===== src/hdl/bsc_pkg.sv =====
// Shared constants, codes and the sine ROM for the sine commutator.
`timescale 1ns / 1ps
`default_nettype none

package bsc_pkg;

    localparam int ANGLE_W  = 8;
    localparam int AMP_W    = 8;
    localparam int SINE_W   = 17;
    localparam int PROD_W   = SINE_W + AMP_W + 1;
    localparam int POS_W    = 16;
    localparam int DELTA_W  = 8;
    localparam int RISE_W   = 8;
    localparam int FALL_W   = 9;
    localparam int OP_W     = 2;
    localparam int CFG_IDX_W  = 1;
    localparam int CFG_DATA_W = 8;
    localparam int NUM_PHASES = 3;

    typedef logic [OP_W-1:0]    t_opcode;
    typedef logic [ANGLE_W-1:0] t_angle;
    typedef logic signed [SINE_W-1:0] t_sine;

    localparam t_opcode OP_POSITION = 2'd0;
    localparam t_opcode OP_STEP     = 2'd1;
    localparam t_opcode OP_OFF      = 2'd2;

    localparam logic [CFG_IDX_W-1:0] REG_PITCH_AMP = 1'b0;
    localparam logic [CFG_IDX_W-1:0] REG_ROLL_AMP  = 1'b1;

    localparam t_angle PHASE_B_OFFSET = 8'd85;
    localparam t_angle PHASE_C_OFFSET = 8'd170;

    // 128 << 16: centers the phase value so the shifted result stays positive
    localparam logic signed [PROD_W-1:0] PHASE_BIAS = 26'sd8388608;
    localparam logic [FALL_W-1:0] PWM_CENTER = 9'd255;

    // round(sin(k*pi/128) * 32768), k = 0..64
    localparam t_sine QUARTER_SINE [0:64] = '{
            0,   804,  1608,  2411,  3212,  4011,  4808,  5602,
         6393,  7180,  7962,  8740,  9512, 10279, 11039, 11793,
        12540, 13279, 14010, 14733, 15447, 16151, 16846, 17531,
        18205, 18868, 19520, 20160, 20788, 21403, 22006, 22595,
        23170, 23732, 24279, 24812, 25330, 25833, 26320, 26791,
        27246, 27684, 28106, 28511, 28899, 29269, 29622, 29957,
        30274, 30572, 30853, 31114, 31357, 31581, 31786, 31972,
        32138, 32286, 32413, 32522, 32610, 32679, 32729, 32758,
        32768
    };

    // Full-wave sine from the quarter table by quadrant folding.
    function automatic t_sine sine_rom(input t_angle angle);
        logic [1:0] quad;
        logic [6:0] r;
        logic [6:0] r_mirror;
        t_sine      result;
        quad     = angle[7:6];
        r        = {1'b0, angle[5:0]};
        r_mirror = 7'd64 - r;
        case (quad)
            2'd0:    result = QUARTER_SINE[r];
            2'd1:    result = QUARTER_SINE[r_mirror];
            2'd2:    result = -QUARTER_SINE[r];
            default: result = -QUARTER_SINE[r_mirror];
        endcase
        return result;
    endfunction

endpackage

`default_nettype wire


===== src/hdl/bsc_cmd_if.sv =====
// Command channel: valid/ready with the commutation request fields.
`timescale 1ns / 1ps
`default_nettype none

interface bsc_cmd_if;
    logic                                   valid;
    logic                                   ready;
    bsc_pkg::t_opcode                       opcode;
    logic                                   channel;
    logic                                   table_select;
    logic signed [bsc_pkg::POS_W-1:0]       position;
    logic signed [bsc_pkg::DELTA_W-1:0]     step_delta;

    modport source (output valid, opcode, channel, table_select, position, step_delta,
                    input ready);
    modport sink   (input valid, opcode, channel, table_select, position, step_delta,
                    output ready);
endinterface

`default_nettype wire


===== src/hdl/bsc_res_if.sv =====
// Result channel: valid/ready with the three-phase compare values.
`timescale 1ns / 1ps
`default_nettype none

interface bsc_res_if;
    logic                           valid;
    logic                           ready;
    logic                           out_channel;
    logic [bsc_pkg::RISE_W-1:0]     phase_a_rise;
    logic [bsc_pkg::FALL_W-1:0]     phase_a_fall;
    logic [bsc_pkg::RISE_W-1:0]     phase_b_rise;
    logic [bsc_pkg::FALL_W-1:0]     phase_b_fall;
    logic [bsc_pkg::RISE_W-1:0]     phase_c_rise;
    logic [bsc_pkg::FALL_W-1:0]     phase_c_fall;

    modport source (output valid, out_channel, phase_a_rise, phase_a_fall,
                    phase_b_rise, phase_b_fall, phase_c_rise, phase_c_fall,
                    input ready);
    modport sink   (input valid, out_channel, phase_a_rise, phase_a_fall,
                    phase_b_rise, phase_b_fall, phase_c_rise, phase_c_fall,
                    output ready);
endinterface

`default_nettype wire


===== src/hdl/bldc_sine_commutator.sv =====
// Sinusoidal three-phase commutator: angle, sine lookup, PWM compare values.
//
// Channels: i_cmd takes one request per valid/ready handshake; o_res gives one
// result per request whose channel exists (requests for a missing channel are
// taken and dropped). The user writes amplitudes on i_cfg_we/i_cfg_idx/i_cfg_data
// only while no request is in flight; the block itself does not enforce it.
// Path: a request accepted on i_cmd goes into the angle and request register,
// then through sine lookup, multiply and compare logic into the result
// register, which drives o_res.
// Throughput: one request per cycle while o_res is not held; the three phase
// multipliers between the request register and the result register set the cycle time.
// Reset: synchronous, active low; clears both valids, all stored step angles
// and both amplitudes.
// Stall: while o_res is held, the request register fills; i_cmd.ready drops
// only once both registers hold a request, and no request is lost.
`timescale 1ns / 1ps
`default_nettype none

module bldc_sine_commutator #(
    parameter int NUM_CHANNELS = 2
) (
    input  wire logic                               i_clk,
    input  wire logic                               i_rst_n,
    input  wire logic                               i_cfg_we,
    input  wire logic [bsc_pkg::CFG_IDX_W-1:0]      i_cfg_idx,
    input  wire logic [bsc_pkg::CFG_DATA_W-1:0]     i_cfg_data,
    bsc_cmd_if.sink                                 i_cmd,
    bsc_res_if.source                               o_res
);

    localparam int IDX_W = (NUM_CHANNELS > 1) ? $clog2(NUM_CHANNELS) : 1;
    localparam int NP    = bsc_pkg::NUM_PHASES;

    // configuration
    logic [bsc_pkg::AMP_W-1:0] r_pitch_amp;
    logic [bsc_pkg::AMP_W-1:0] r_roll_amp;

    // per-channel step angle
    bsc_pkg::t_angle r_step_angle [NUM_CHANNELS];

    // handshake
    logic w_adv1, w_adv2;
    logic w_accept, w_chan_ok;
    logic [IDX_W-1:0] w_idx;
    logic r_s1_valid, r_out_valid;

    // request register: angles
    bsc_pkg::t_angle w_base_angle;
    bsc_pkg::t_angle n_s1_angle [NP];
    bsc_pkg::t_angle r_s1_angle [NP];
    logic r_s1_chan, r_s1_tsel;

    // sine, multiply and compare logic
    logic [bsc_pkg::AMP_W-1:0] w_amp;
    logic signed [bsc_pkg::AMP_W:0] w_amp_s;
    logic signed [bsc_pkg::PROD_W-1:0] w_prod [NP];

    // output register
    logic signed [bsc_pkg::PROD_W-1:0] w_biased [NP];
    logic [bsc_pkg::RISE_W-1:0] w_level [NP];
    logic [bsc_pkg::RISE_W-1:0] n_out_rise [NP];
    logic [bsc_pkg::FALL_W-1:0] n_out_fall [NP];
    logic [bsc_pkg::RISE_W-1:0] r_out_rise [NP];
    logic [bsc_pkg::FALL_W-1:0] r_out_fall [NP];
    logic r_out_chan;

    assign w_adv2   = !r_out_valid || o_res.ready;
    assign w_adv1   = !r_s1_valid || w_adv2;
    assign w_accept = i_cmd.valid && w_adv1;
    assign w_chan_ok = (32'(i_cmd.channel) < NUM_CHANNELS);
    assign w_idx     = w_chan_ok ? IDX_W'(i_cmd.channel) : '0;

    assign i_cmd.ready = w_adv1;

    always_ff @(posedge i_clk) begin
        if (!i_rst_n) begin
            r_pitch_amp <= '0;
            r_roll_amp  <= '0;
        end else if (i_cfg_we) begin
            case (i_cfg_idx)
                bsc_pkg::REG_PITCH_AMP: r_pitch_amp <= i_cfg_data;
                bsc_pkg::REG_ROLL_AMP:  r_roll_amp  <= i_cfg_data;
                default: ;
            endcase
        end
    end

    // angle selection; step mode reads and advances the channel's angle
    always_comb begin
        case (i_cmd.opcode)
            bsc_pkg::OP_POSITION:
                w_base_angle = i_cmd.position[10:3];
            bsc_pkg::OP_STEP:
                w_base_angle = bsc_pkg::ANGLE_W'(r_step_angle[w_idx]
                                                 + $unsigned(i_cmd.step_delta));
            default:
                w_base_angle = '0;
        endcase
        n_s1_angle[0] = w_base_angle;
        if (i_cmd.opcode == bsc_pkg::OP_POSITION || i_cmd.opcode == bsc_pkg::OP_STEP) begin
            n_s1_angle[1] = w_base_angle + bsc_pkg::PHASE_B_OFFSET;
            n_s1_angle[2] = w_base_angle + bsc_pkg::PHASE_C_OFFSET;
        end else begin
            // motor off or unused opcode: all phases at angle zero
            n_s1_angle[1] = '0;
            n_s1_angle[2] = '0;
        end
    end

    always_ff @(posedge i_clk) begin
        if (!i_rst_n) begin
            for (int i = 0; i < NUM_CHANNELS; i++) begin
                r_step_angle[i] <= '0;
            end
        end else if (w_accept && w_chan_ok && i_cmd.opcode == bsc_pkg::OP_STEP) begin
            r_step_angle[w_idx] <= w_base_angle;
        end
    end

    always_ff @(posedge i_clk) begin
        if (!i_rst_n) begin
            r_s1_valid <= 1'b0;
        end else if (w_adv1) begin
            r_s1_valid <= i_cmd.valid && w_chan_ok;
        end
    end

    always_ff @(posedge i_clk) begin
        if (w_adv1) begin
            r_s1_angle <= n_s1_angle;
            r_s1_chan  <= i_cmd.channel;
            r_s1_tsel  <= i_cmd.table_select;
        end
    end

    assign w_amp   = r_s1_tsel ? r_roll_amp : r_pitch_amp;
    assign w_amp_s = $signed({1'b0, w_amp});

    // v = 128 + floor(prod / 65536); rise = 255 - v, fall = 255 + v
    always_comb begin
        for (int p = 0; p < NP; p++) begin
            w_prod[p]     = bsc_pkg::sine_rom(r_s1_angle[p]) * w_amp_s;
            w_biased[p]   = w_prod[p] + bsc_pkg::PHASE_BIAS;
            w_level[p]    = w_biased[p][23:16];
            n_out_rise[p] = ~w_level[p];
            n_out_fall[p] = bsc_pkg::PWM_CENTER + bsc_pkg::FALL_W'(w_level[p]);
        end
    end

    always_ff @(posedge i_clk) begin
        if (!i_rst_n) begin
            r_out_valid <= 1'b0;
        end else if (w_adv2) begin
            r_out_valid <= r_s1_valid;
        end
    end

    always_ff @(posedge i_clk) begin
        if (w_adv2) begin
            r_out_rise <= n_out_rise;
            r_out_fall <= n_out_fall;
            r_out_chan <= r_s1_chan;
        end
    end

    assign o_res.valid        = r_out_valid;
    assign o_res.out_channel  = r_out_chan;
    assign o_res.phase_a_rise = r_out_rise[0];
    assign o_res.phase_a_fall = r_out_fall[0];
    assign o_res.phase_b_rise = r_out_rise[1];
    assign o_res.phase_b_fall = r_out_fall[1];
    assign o_res.phase_c_rise = r_out_rise[2];
    assign o_res.phase_c_fall = r_out_fall[2];

endmodule

`default_nettype wire


===== src/flat_wrapper.sv =====
// flat-port wrapper written by rule: the top's interface ports become plain ports
module bldc_sine_commutator_flat 
#(
    parameter int NUM_CHANNELS = 2
)
  (i_clk, i_rst_n, i_cfg_we, i_cfg_idx, i_cfg_data, i_cmd_valid, i_cmd_opcode, i_cmd_channel, i_cmd_table_select, i_cmd_position, i_cmd_step_delta, i_cmd_ready, o_res_valid, o_res_out_channel, o_res_phase_a_rise, o_res_phase_a_fall, o_res_phase_b_rise, o_res_phase_b_fall, o_res_phase_c_rise, o_res_phase_c_fall, o_res_ready);
  bsc_cmd_if i_cmd_i ();
  bsc_res_if o_res_i ();
  input  wire logic i_clk;
  input  wire logic i_rst_n;
  input  wire logic i_cfg_we;
  input  wire logic [bsc_pkg::CFG_IDX_W-1:0] i_cfg_idx;
  input  wire logic [bsc_pkg::CFG_DATA_W-1:0] i_cfg_data;
  input wire logic [$bits(i_cmd_i.valid)-1:0] i_cmd_valid;
  input wire logic [$bits(i_cmd_i.opcode)-1:0] i_cmd_opcode;
  input wire logic [$bits(i_cmd_i.channel)-1:0] i_cmd_channel;
  input wire logic [$bits(i_cmd_i.table_select)-1:0] i_cmd_table_select;
  input wire logic [$bits(i_cmd_i.position)-1:0] i_cmd_position;
  input wire logic [$bits(i_cmd_i.step_delta)-1:0] i_cmd_step_delta;
  output wire logic [$bits(i_cmd_i.ready)-1:0] i_cmd_ready;
  output wire logic [$bits(o_res_i.valid)-1:0] o_res_valid;
  output wire logic [$bits(o_res_i.out_channel)-1:0] o_res_out_channel;
  output wire logic [$bits(o_res_i.phase_a_rise)-1:0] o_res_phase_a_rise;
  output wire logic [$bits(o_res_i.phase_a_fall)-1:0] o_res_phase_a_fall;
  output wire logic [$bits(o_res_i.phase_b_rise)-1:0] o_res_phase_b_rise;
  output wire logic [$bits(o_res_i.phase_b_fall)-1:0] o_res_phase_b_fall;
  output wire logic [$bits(o_res_i.phase_c_rise)-1:0] o_res_phase_c_rise;
  output wire logic [$bits(o_res_i.phase_c_fall)-1:0] o_res_phase_c_fall;
  input wire logic [$bits(o_res_i.ready)-1:0] o_res_ready;
  assign i_cmd_i.valid = i_cmd_valid;
  assign i_cmd_i.opcode = i_cmd_opcode;
  assign i_cmd_i.channel = i_cmd_channel;
  assign i_cmd_i.table_select = i_cmd_table_select;
  assign i_cmd_i.position = i_cmd_position;
  assign i_cmd_i.step_delta = i_cmd_step_delta;
  assign i_cmd_ready = i_cmd_i.ready;
  assign o_res_valid = o_res_i.valid;
  assign o_res_out_channel = o_res_i.out_channel;
  assign o_res_phase_a_rise = o_res_i.phase_a_rise;
  assign o_res_phase_a_fall = o_res_i.phase_a_fall;
  assign o_res_phase_b_rise = o_res_i.phase_b_rise;
  assign o_res_phase_b_fall = o_res_i.phase_b_fall;
  assign o_res_phase_c_rise = o_res_i.phase_c_rise;
  assign o_res_phase_c_fall = o_res_i.phase_c_fall;
  assign o_res_i.ready = o_res_ready;
  bldc_sine_commutator #(.NUM_CHANNELS(NUM_CHANNELS)) u_core (.i_clk(i_clk), .i_rst_n(i_rst_n), .i_cfg_we(i_cfg_we), .i_cfg_idx(i_cfg_idx), .i_cfg_data(i_cfg_data), .i_cmd(i_cmd_i), .o_res(o_res_i));
endmodule

===== config.mk =====
export PLATFORM = sky130hd
export DESIGN_NAME = bldc_sine_commutator_flat
export DESIGN_NICKNAME = d
export VERILOG_FILES = /design/src/hdl/bsc_pkg.sv /design/src/hdl/bsc_cmd_if.sv /design/src/hdl/bsc_res_if.sv /design/src/hdl/bldc_sine_commutator.sv /design/src/flat_wrapper.sv
export SDC_FILE = /design/constraint.sdc
export NUM_CORES = 2
export LEC_CHECK = 0
export BUFFER_PORTS_ARGS = -buffer_cell sky130_fd_sc_hd__clkbuf_2
export CAP_MARGIN = 20
export CORE_UTILIZATION = 55
export DETAILED_ROUTE_END_ITERATION = 12
export PLACE_DENSITY_LB_ADDON = 0.08
export SLEW_MARGIN = 0
export SYNTH_ARGS = -nofsm -noshare
export SYNTH_HDL_FRONTEND = slang
export SYNTH_SLANG_ARGS = --single-unit

===== constraint.sdc =====
create_clock -name i_clk -period 14.6 [get_ports i_clk]
set_clock_uncertainty 0.15 [all_clocks]
set_input_delay 2.19 -clock i_clk [delete_from_list [all_inputs] [get_ports i_clk]]
set_output_delay 2.19 -clock i_clk [all_outputs]
set_load 0.01 [all_outputs]

=== After elaboration in Yosys (flattened, before gate mapping) ===
Memory sizes are Yosys's and may differ from the RTL's.
Cells that the tools add are included.

* Flip-flop bits (word level): 96
* Word-level logic and storage cells: 105
* Bits in read-only memories: 13056
* RAM bits: 16
* Bits of input ports: 42
* Output and inout port bits: 54
* Memories: 7

{| class="wikitable"
|+ Memories
! name !! depth !! width !! read ports !! clocked after memory_dff !! write ports !! line !! RTL
|-
| (no name shown) || 128 || 17 || 1 || 0 || 0 || bsc_pkg.sv:61 || <nowiki>2'd0: result = QUARTER_SINE[r];</nowiki>
|-
| (no name shown) || 128 || 17 || 1 || 0 || 0 || bsc_pkg.sv:62 || <nowiki>2'd1: result = QUARTER_SINE[r_mirror];</nowiki>
|-
| (no name shown) || 128 || 17 || 1 || 0 || 0 || bsc_pkg.sv:62 ||
|-
| (no name shown) || 128 || 17 || 1 || 0 || 0 || bsc_pkg.sv:61 ||
|-
| (no name shown) || 128 || 17 || 1 || 0 || 0 || bsc_pkg.sv:62 ||
|-
| (no name shown) || 128 || 17 || 1 || 0 || 0 || bsc_pkg.sv:61 ||
|-
| +1 memories || n/a || n/a || n/a || n/a || n/a || n/a ||
|}

* Equal/unequal tests: 7
* Add/subtract/negate cells: 18
* Multipliers: 3
* Mux-type cells: 24
* Reduce and logical (&&, ||, !) cells: 14
* $lt $le $gt $ge: 6
* Bitwise logic cells: 10

{| class="wikitable"
|+ Operator list
! cell !! number
|-
| $mux W17 || 12
|-
| $pmux W17 S3 || 3
|-
| $neg A17 Y17 || 6
|-
| $add A24 B24 Y24 const B || 3
|-
| $mul A17 B9 Y24 || 3
|-
| $ge A8 B8 Y1 const B || 6
|-
| $add A8 B8 Y9 const A || 3
|-
| $not A6 Y8 || 3
|-
| $not A7 Y8 || 3
|-
| $not A8 Y8 || 3
|-
| $sub A7 B6 Y7 const A || 3
|-
| $mux W8 || 2
|-
| $pmux W8 S2 || 1
|-
| $add A8 B7 Y8 const B || 1
|-
| $add A8 B8 Y8 || 1
|-
| $add A8 B8 Y8 const B || 1
|-
| $eq A2 B1 Y1 const B || 4
|-
| $logic_not A2 Y1 || 4
|-
| $reduce_or A8 Y1 || 1
|-
| $eq A2 B2 Y1 const B || 3
|-
| $mux W1 || 6
|-
| $reduce_and A2 Y1 || 2
|-
| $logic_or A1 B1 Y1 || 3
|-
| $logic_and A1 B1 Y1 || 2
|-
| 2 further kinds || 3
|}

=== Depth between registers and ports, before layout ===
* Word-level depth: 10
* Depth in mapped cells: 43
* Depth with buffers taken out: 37

=== Worst setup path after synthesis ===
Ideal clock, no wire load.

* Path type: register -> register
* Start: reg u_core.r_s1_angle[9] in the netlist's numbering
* End: reg u_core.r_out_fall (netlist bit u_core.o_res.phase_b_fall[8]) (data pin)
* Period minus slack after synthesis: 9.592 ns
* Cell stages (with the launch flop): 39
* Arrival: 9.177 ns
* Data required time: 14.184 ns
* Slack: 5.008 ns
* Setup time: 0.266 ns
* Path buffers: 4
* Cell sequence: edfxtp_1 -> clkbuf_1 -> clkbuf_1 -> inv_1 -> ha_1 -> inv_1 -> ha_1 -> inv_1 -> clkbuf_1 -> clkbuf_1 -> nand2_1 -> a311oi_1 -> a21oi_1 -> o21ai_0 -> nand4_2 -> o211ai_1 -> a31oi_1 -> a211o_1 -> (+3 left out) -> fa_1 -> inv_1 -> fa_1 -> inv_1 -> fa_1 -> ha_1 -> ha_1 -> a21o_1 -> a21oi_1 -> o221ai_1 -> a221oi_1 -> nor2_1 -> a21oi_1 -> or3b_1 -> xnor2_2 -> nand3_1 -> nand3b_1 -> or3b_1

{| class="wikitable"
|+ RTL lines
! element !! line !! RTL
|-
| start, declared || bldc_sine_commutator.sv:50 || <nowiki>bsc_pkg::t_angle r_s1_angle [NP];</nowiki>
|-
| start signal, assigned || bldc_sine_commutator.sv:130 || <nowiki>r_s1_angle <= n_s1_angle;</nowiki>
|-
| end signal, assigned || bldc_sine_commutator.sv:161 || <nowiki>r_out_fall <= n_out_fall;</nowiki>
|-
| end, declared || bldc_sine_commutator.sv:64 || <nowiki>logic [bsc_pkg::FALL_W-1:0] r_out_fall [NP];</nowiki>
|}

==> results_dict.tcl <==
set metrics [dict create \
    drtIter0Drc 2976 \
    tritoncts "yes" \
    fin_area_sq_um 31590 \
    powerDensity_nw_per_um2 121.8 \
    ff_latch_area_sq_um 3093 \
    multi_input_area_sq_um 25100 \
    synth.largest_area_cell "fa_1" \
    diodes 0 \
    min_period_ps 12050 \
    hp-class "flop to flop" \
    drive_gt1_frac 0.08974 \
    report.final.slew_viol_count 0 \
    grt_setup_unrepaired "false" \
    placed_area_sq_um 31280 \
    dp_hpwl_um 70450 \
    ys.flop_type "edfxtp_1" \
    ios 96 \
    final.period_utilization 0.8256 \
    nFillCells 5085 \
    worst_setup_path_end_kind "flop" \
    synthToLayoutAreaGrowth_pct 3.264 \
    max_freq_mhz 82.96 \
    dieArea_sq_um 56570 \
    antenna_found_initial 2 \
    io_buffers 87 \
    first_pass_iters 6 \
    max_slew_margin 0.2345 \
    layout_common_cells "nor2_1 (419), inv_1 (317), fa_1 (307), nand2_1 (306), ha_1 (258)" \
    finalSetupTns_ps 0 \
    cts_resized 0 \
    syn-instance-count 3779 \
    synth_area_sq_um 30590 \
    yosysSeqAreaShare 0.1011 \
    core-area_sq_um 54990 \
    syn_nets 4386 \
    fin_nets 4268 \
    cts_max_path_buffers 2 \
    die_h_um 237.9 \
    synth_edf_count 91 \
    grt.overflow.total 0 \
    gp_congestion 0.9482 \
    path_class "flop to flop" \
    grt_pass1_vias 28450 \
    outcome "finished clean" \
    setup_violations 0 \
    rows 86 \
    cap_violations 0 \
    root_buffer "clkbuf_16" \
    cts_buffers 9 \
    crit_top_cell "inv_1" \
    grt_pass1_wl_um 153800 \
    required_ps 14610 \
    startpoint_type "flop" \
    avgSynthCellArea_sq_um 8.096 \
    yosysTopAreaCellShare 0.2009 \
    drc_errors 0 \
    final_hold_viol_count 0 \
    cts_setup_buffers 0 \
    clk_latency_ps 400 \
    dr_total_vias 28810 \
    crit_path_top_delay_cell "ha_1" \
    ys_types 118 \
    clock_sinks 109 \
    grt_usage 0.3377 \
    p_leak_nw 14.27 \
    cts_max_level 3 \
    hold_ws_ps 276.1 \
    avgViaCountPerCell 6.527 \
    cts.clk_slew.worst_paths_ps 90 \
    synthArstFlopShare 0 \
    ant_nets 0 \
    final_common_cell "nor2_1" \
    wl_um 95560 \
    worst-slew-pin-transition_ps 1148 \
    crit_arrival_ps 12060 \
    die_w_um 237.9 \
    grt_start_max_net_pins 83 \
    synth_area_leaders "fa_1 (20%), ha_1 (11%), edfxtp_1 (8.9%)" \
    ir_worst_vdd_mv 0.08323 \
    max_stage_delay_ps 1150 \
    start_util 0.5564 \
    critPathMaxFanout 58 \
    synth_warnings 0 \
    ys_ff_latch 109 \
    cts_hold_buf 0 \
    avgRoutedWirePerCell_um 21.65 \
]
## registers in the layout, summed over array words and instances, names as in the netlist
register,flops
u_core.o_res.out_channel,1
u_core.o_res.phase_a_fall,9
u_core.o_res.phase_a_rise,7
u_core.o_res.phase_b_fall,9
u_core.o_res.phase_b_rise,7
u_core.o_res.phase_c_fall,9
u_core.o_res.phase_c_rise,7
u_core.o_res.valid,1
u_core.r_pitch_amp,8
u_core.r_roll_amp,8
u_core.r_s1_angle,24
u_core.r_s1_chan,1
u_core.r_s1_tsel,1
u_core.r_s1_valid,1
u_core.r_step_angle,16
## stage by stage
stage | cells | setup WS, ps | utilization | power (W)
floorplan | 3779 | 5008 | - | 0.002700
global placement | 4397 | 3013 | 0.5683 | 0.003459
detailed placement | 4398 | 2835 | 0.5688 | 0.003524
CTS | 4414 | 2797 | 0.5746 | 0.003804
global route | 4414 | 1954 | 0.5746 | 0.004162
finish | 4414 | 2546 | 0.5746 | 0.003847
## logic make-up after synthesis
group | after synthesis | share of synthesized area
and+or+nand+nor | 1359 | 0.2194
AOI/OAI and AO/OA | 903 | 0.2057
buffers and inverters | 606 | 0.08130
adders and majority gates | 565 | 0.3064
muxes | 120 | 0.05043
xor gates and xnor gates | 117 | 0.03570
DFF | 109 | 0.1011
## cell type report
cell class	count	area share
Multi-Input combinational cell	3064	0.7943
Sequential cell	109	0.09790
Inverter	328	0.03897
Tap cell	748	0.02962
Timing Repair Buffer	149	0.02915
Clock buffer	9	0.007129
Clock inverter	7	0.002891
## synthesized netlist by cell type (all sizes together), types with 46 or more instances
| library cell | instances |
|---|---|
| nand3 | 101 |
| edfxtp | 91 |
| nor3 | 95 |
| nand2 | 306 |
| ha | 258 |
| nand2b | 130 |
| mux2i | 66 |
| or2 | 46 |
| nor2b | 60 |
| inv | 321 |
| o211ai | 50 |
| and2 | 50 |
| a21oi | 176 |
| o21ai | 175 |
| buf | 116 |
| a31oi | 63 |
| xnor2 | 100 |
| nor2 | 419 |
| fa | 307 |
| clkbuf | 162 |
## layer usage
layer,wire [um],vias up,global-route usage
met5,0,-,0
met4,2685,0,0.1026
met3,7955,198,0.05067
met2,44160,1286,0.5494
met1,40760,14300,0.4629
li1,-,13030,-
## report_power, final
part | leakage, nW | switching [W] | internal, W
clock network | 0.152 | 0.000141 | 0.000124
logic | 13.0 | 0.00197 | 0.00112
registers | 1.09 | 0.0000441 | 0.000448
## critical path, delay by kind of cell, from the launching register on
| kind | cells | cell delay [ps] |
|---|---|---|
| simple gates | 9 | 2070 |
| fa+ha+maj | 9 | 4290 |
| xor+xnor | 2 | 300 |
| compound gates | 9 | 2640 |
| buf+inv | 7 | 1990 |
| flops | 1 | 330 |
## path summary, 6_finish.rpt
path                         startpoint                      endpoint  slack (ps)  cells after the start
hold reg to reg        u_core.r_s1_chan      u_core.o_res.out_channel         280                      0
setup reg to reg  u_core.r_s1_angle[18]  u_core.o_res.phase_a_fall[6]        2550                     36
setup / recovery  u_core.r_s1_angle[18]  u_core.o_res.phase_a_fall[6]        2550                     36
hold / removal         u_core.r_s1_chan      u_core.o_res.out_channel         280                      0
(Power assumes the default switching activity.)
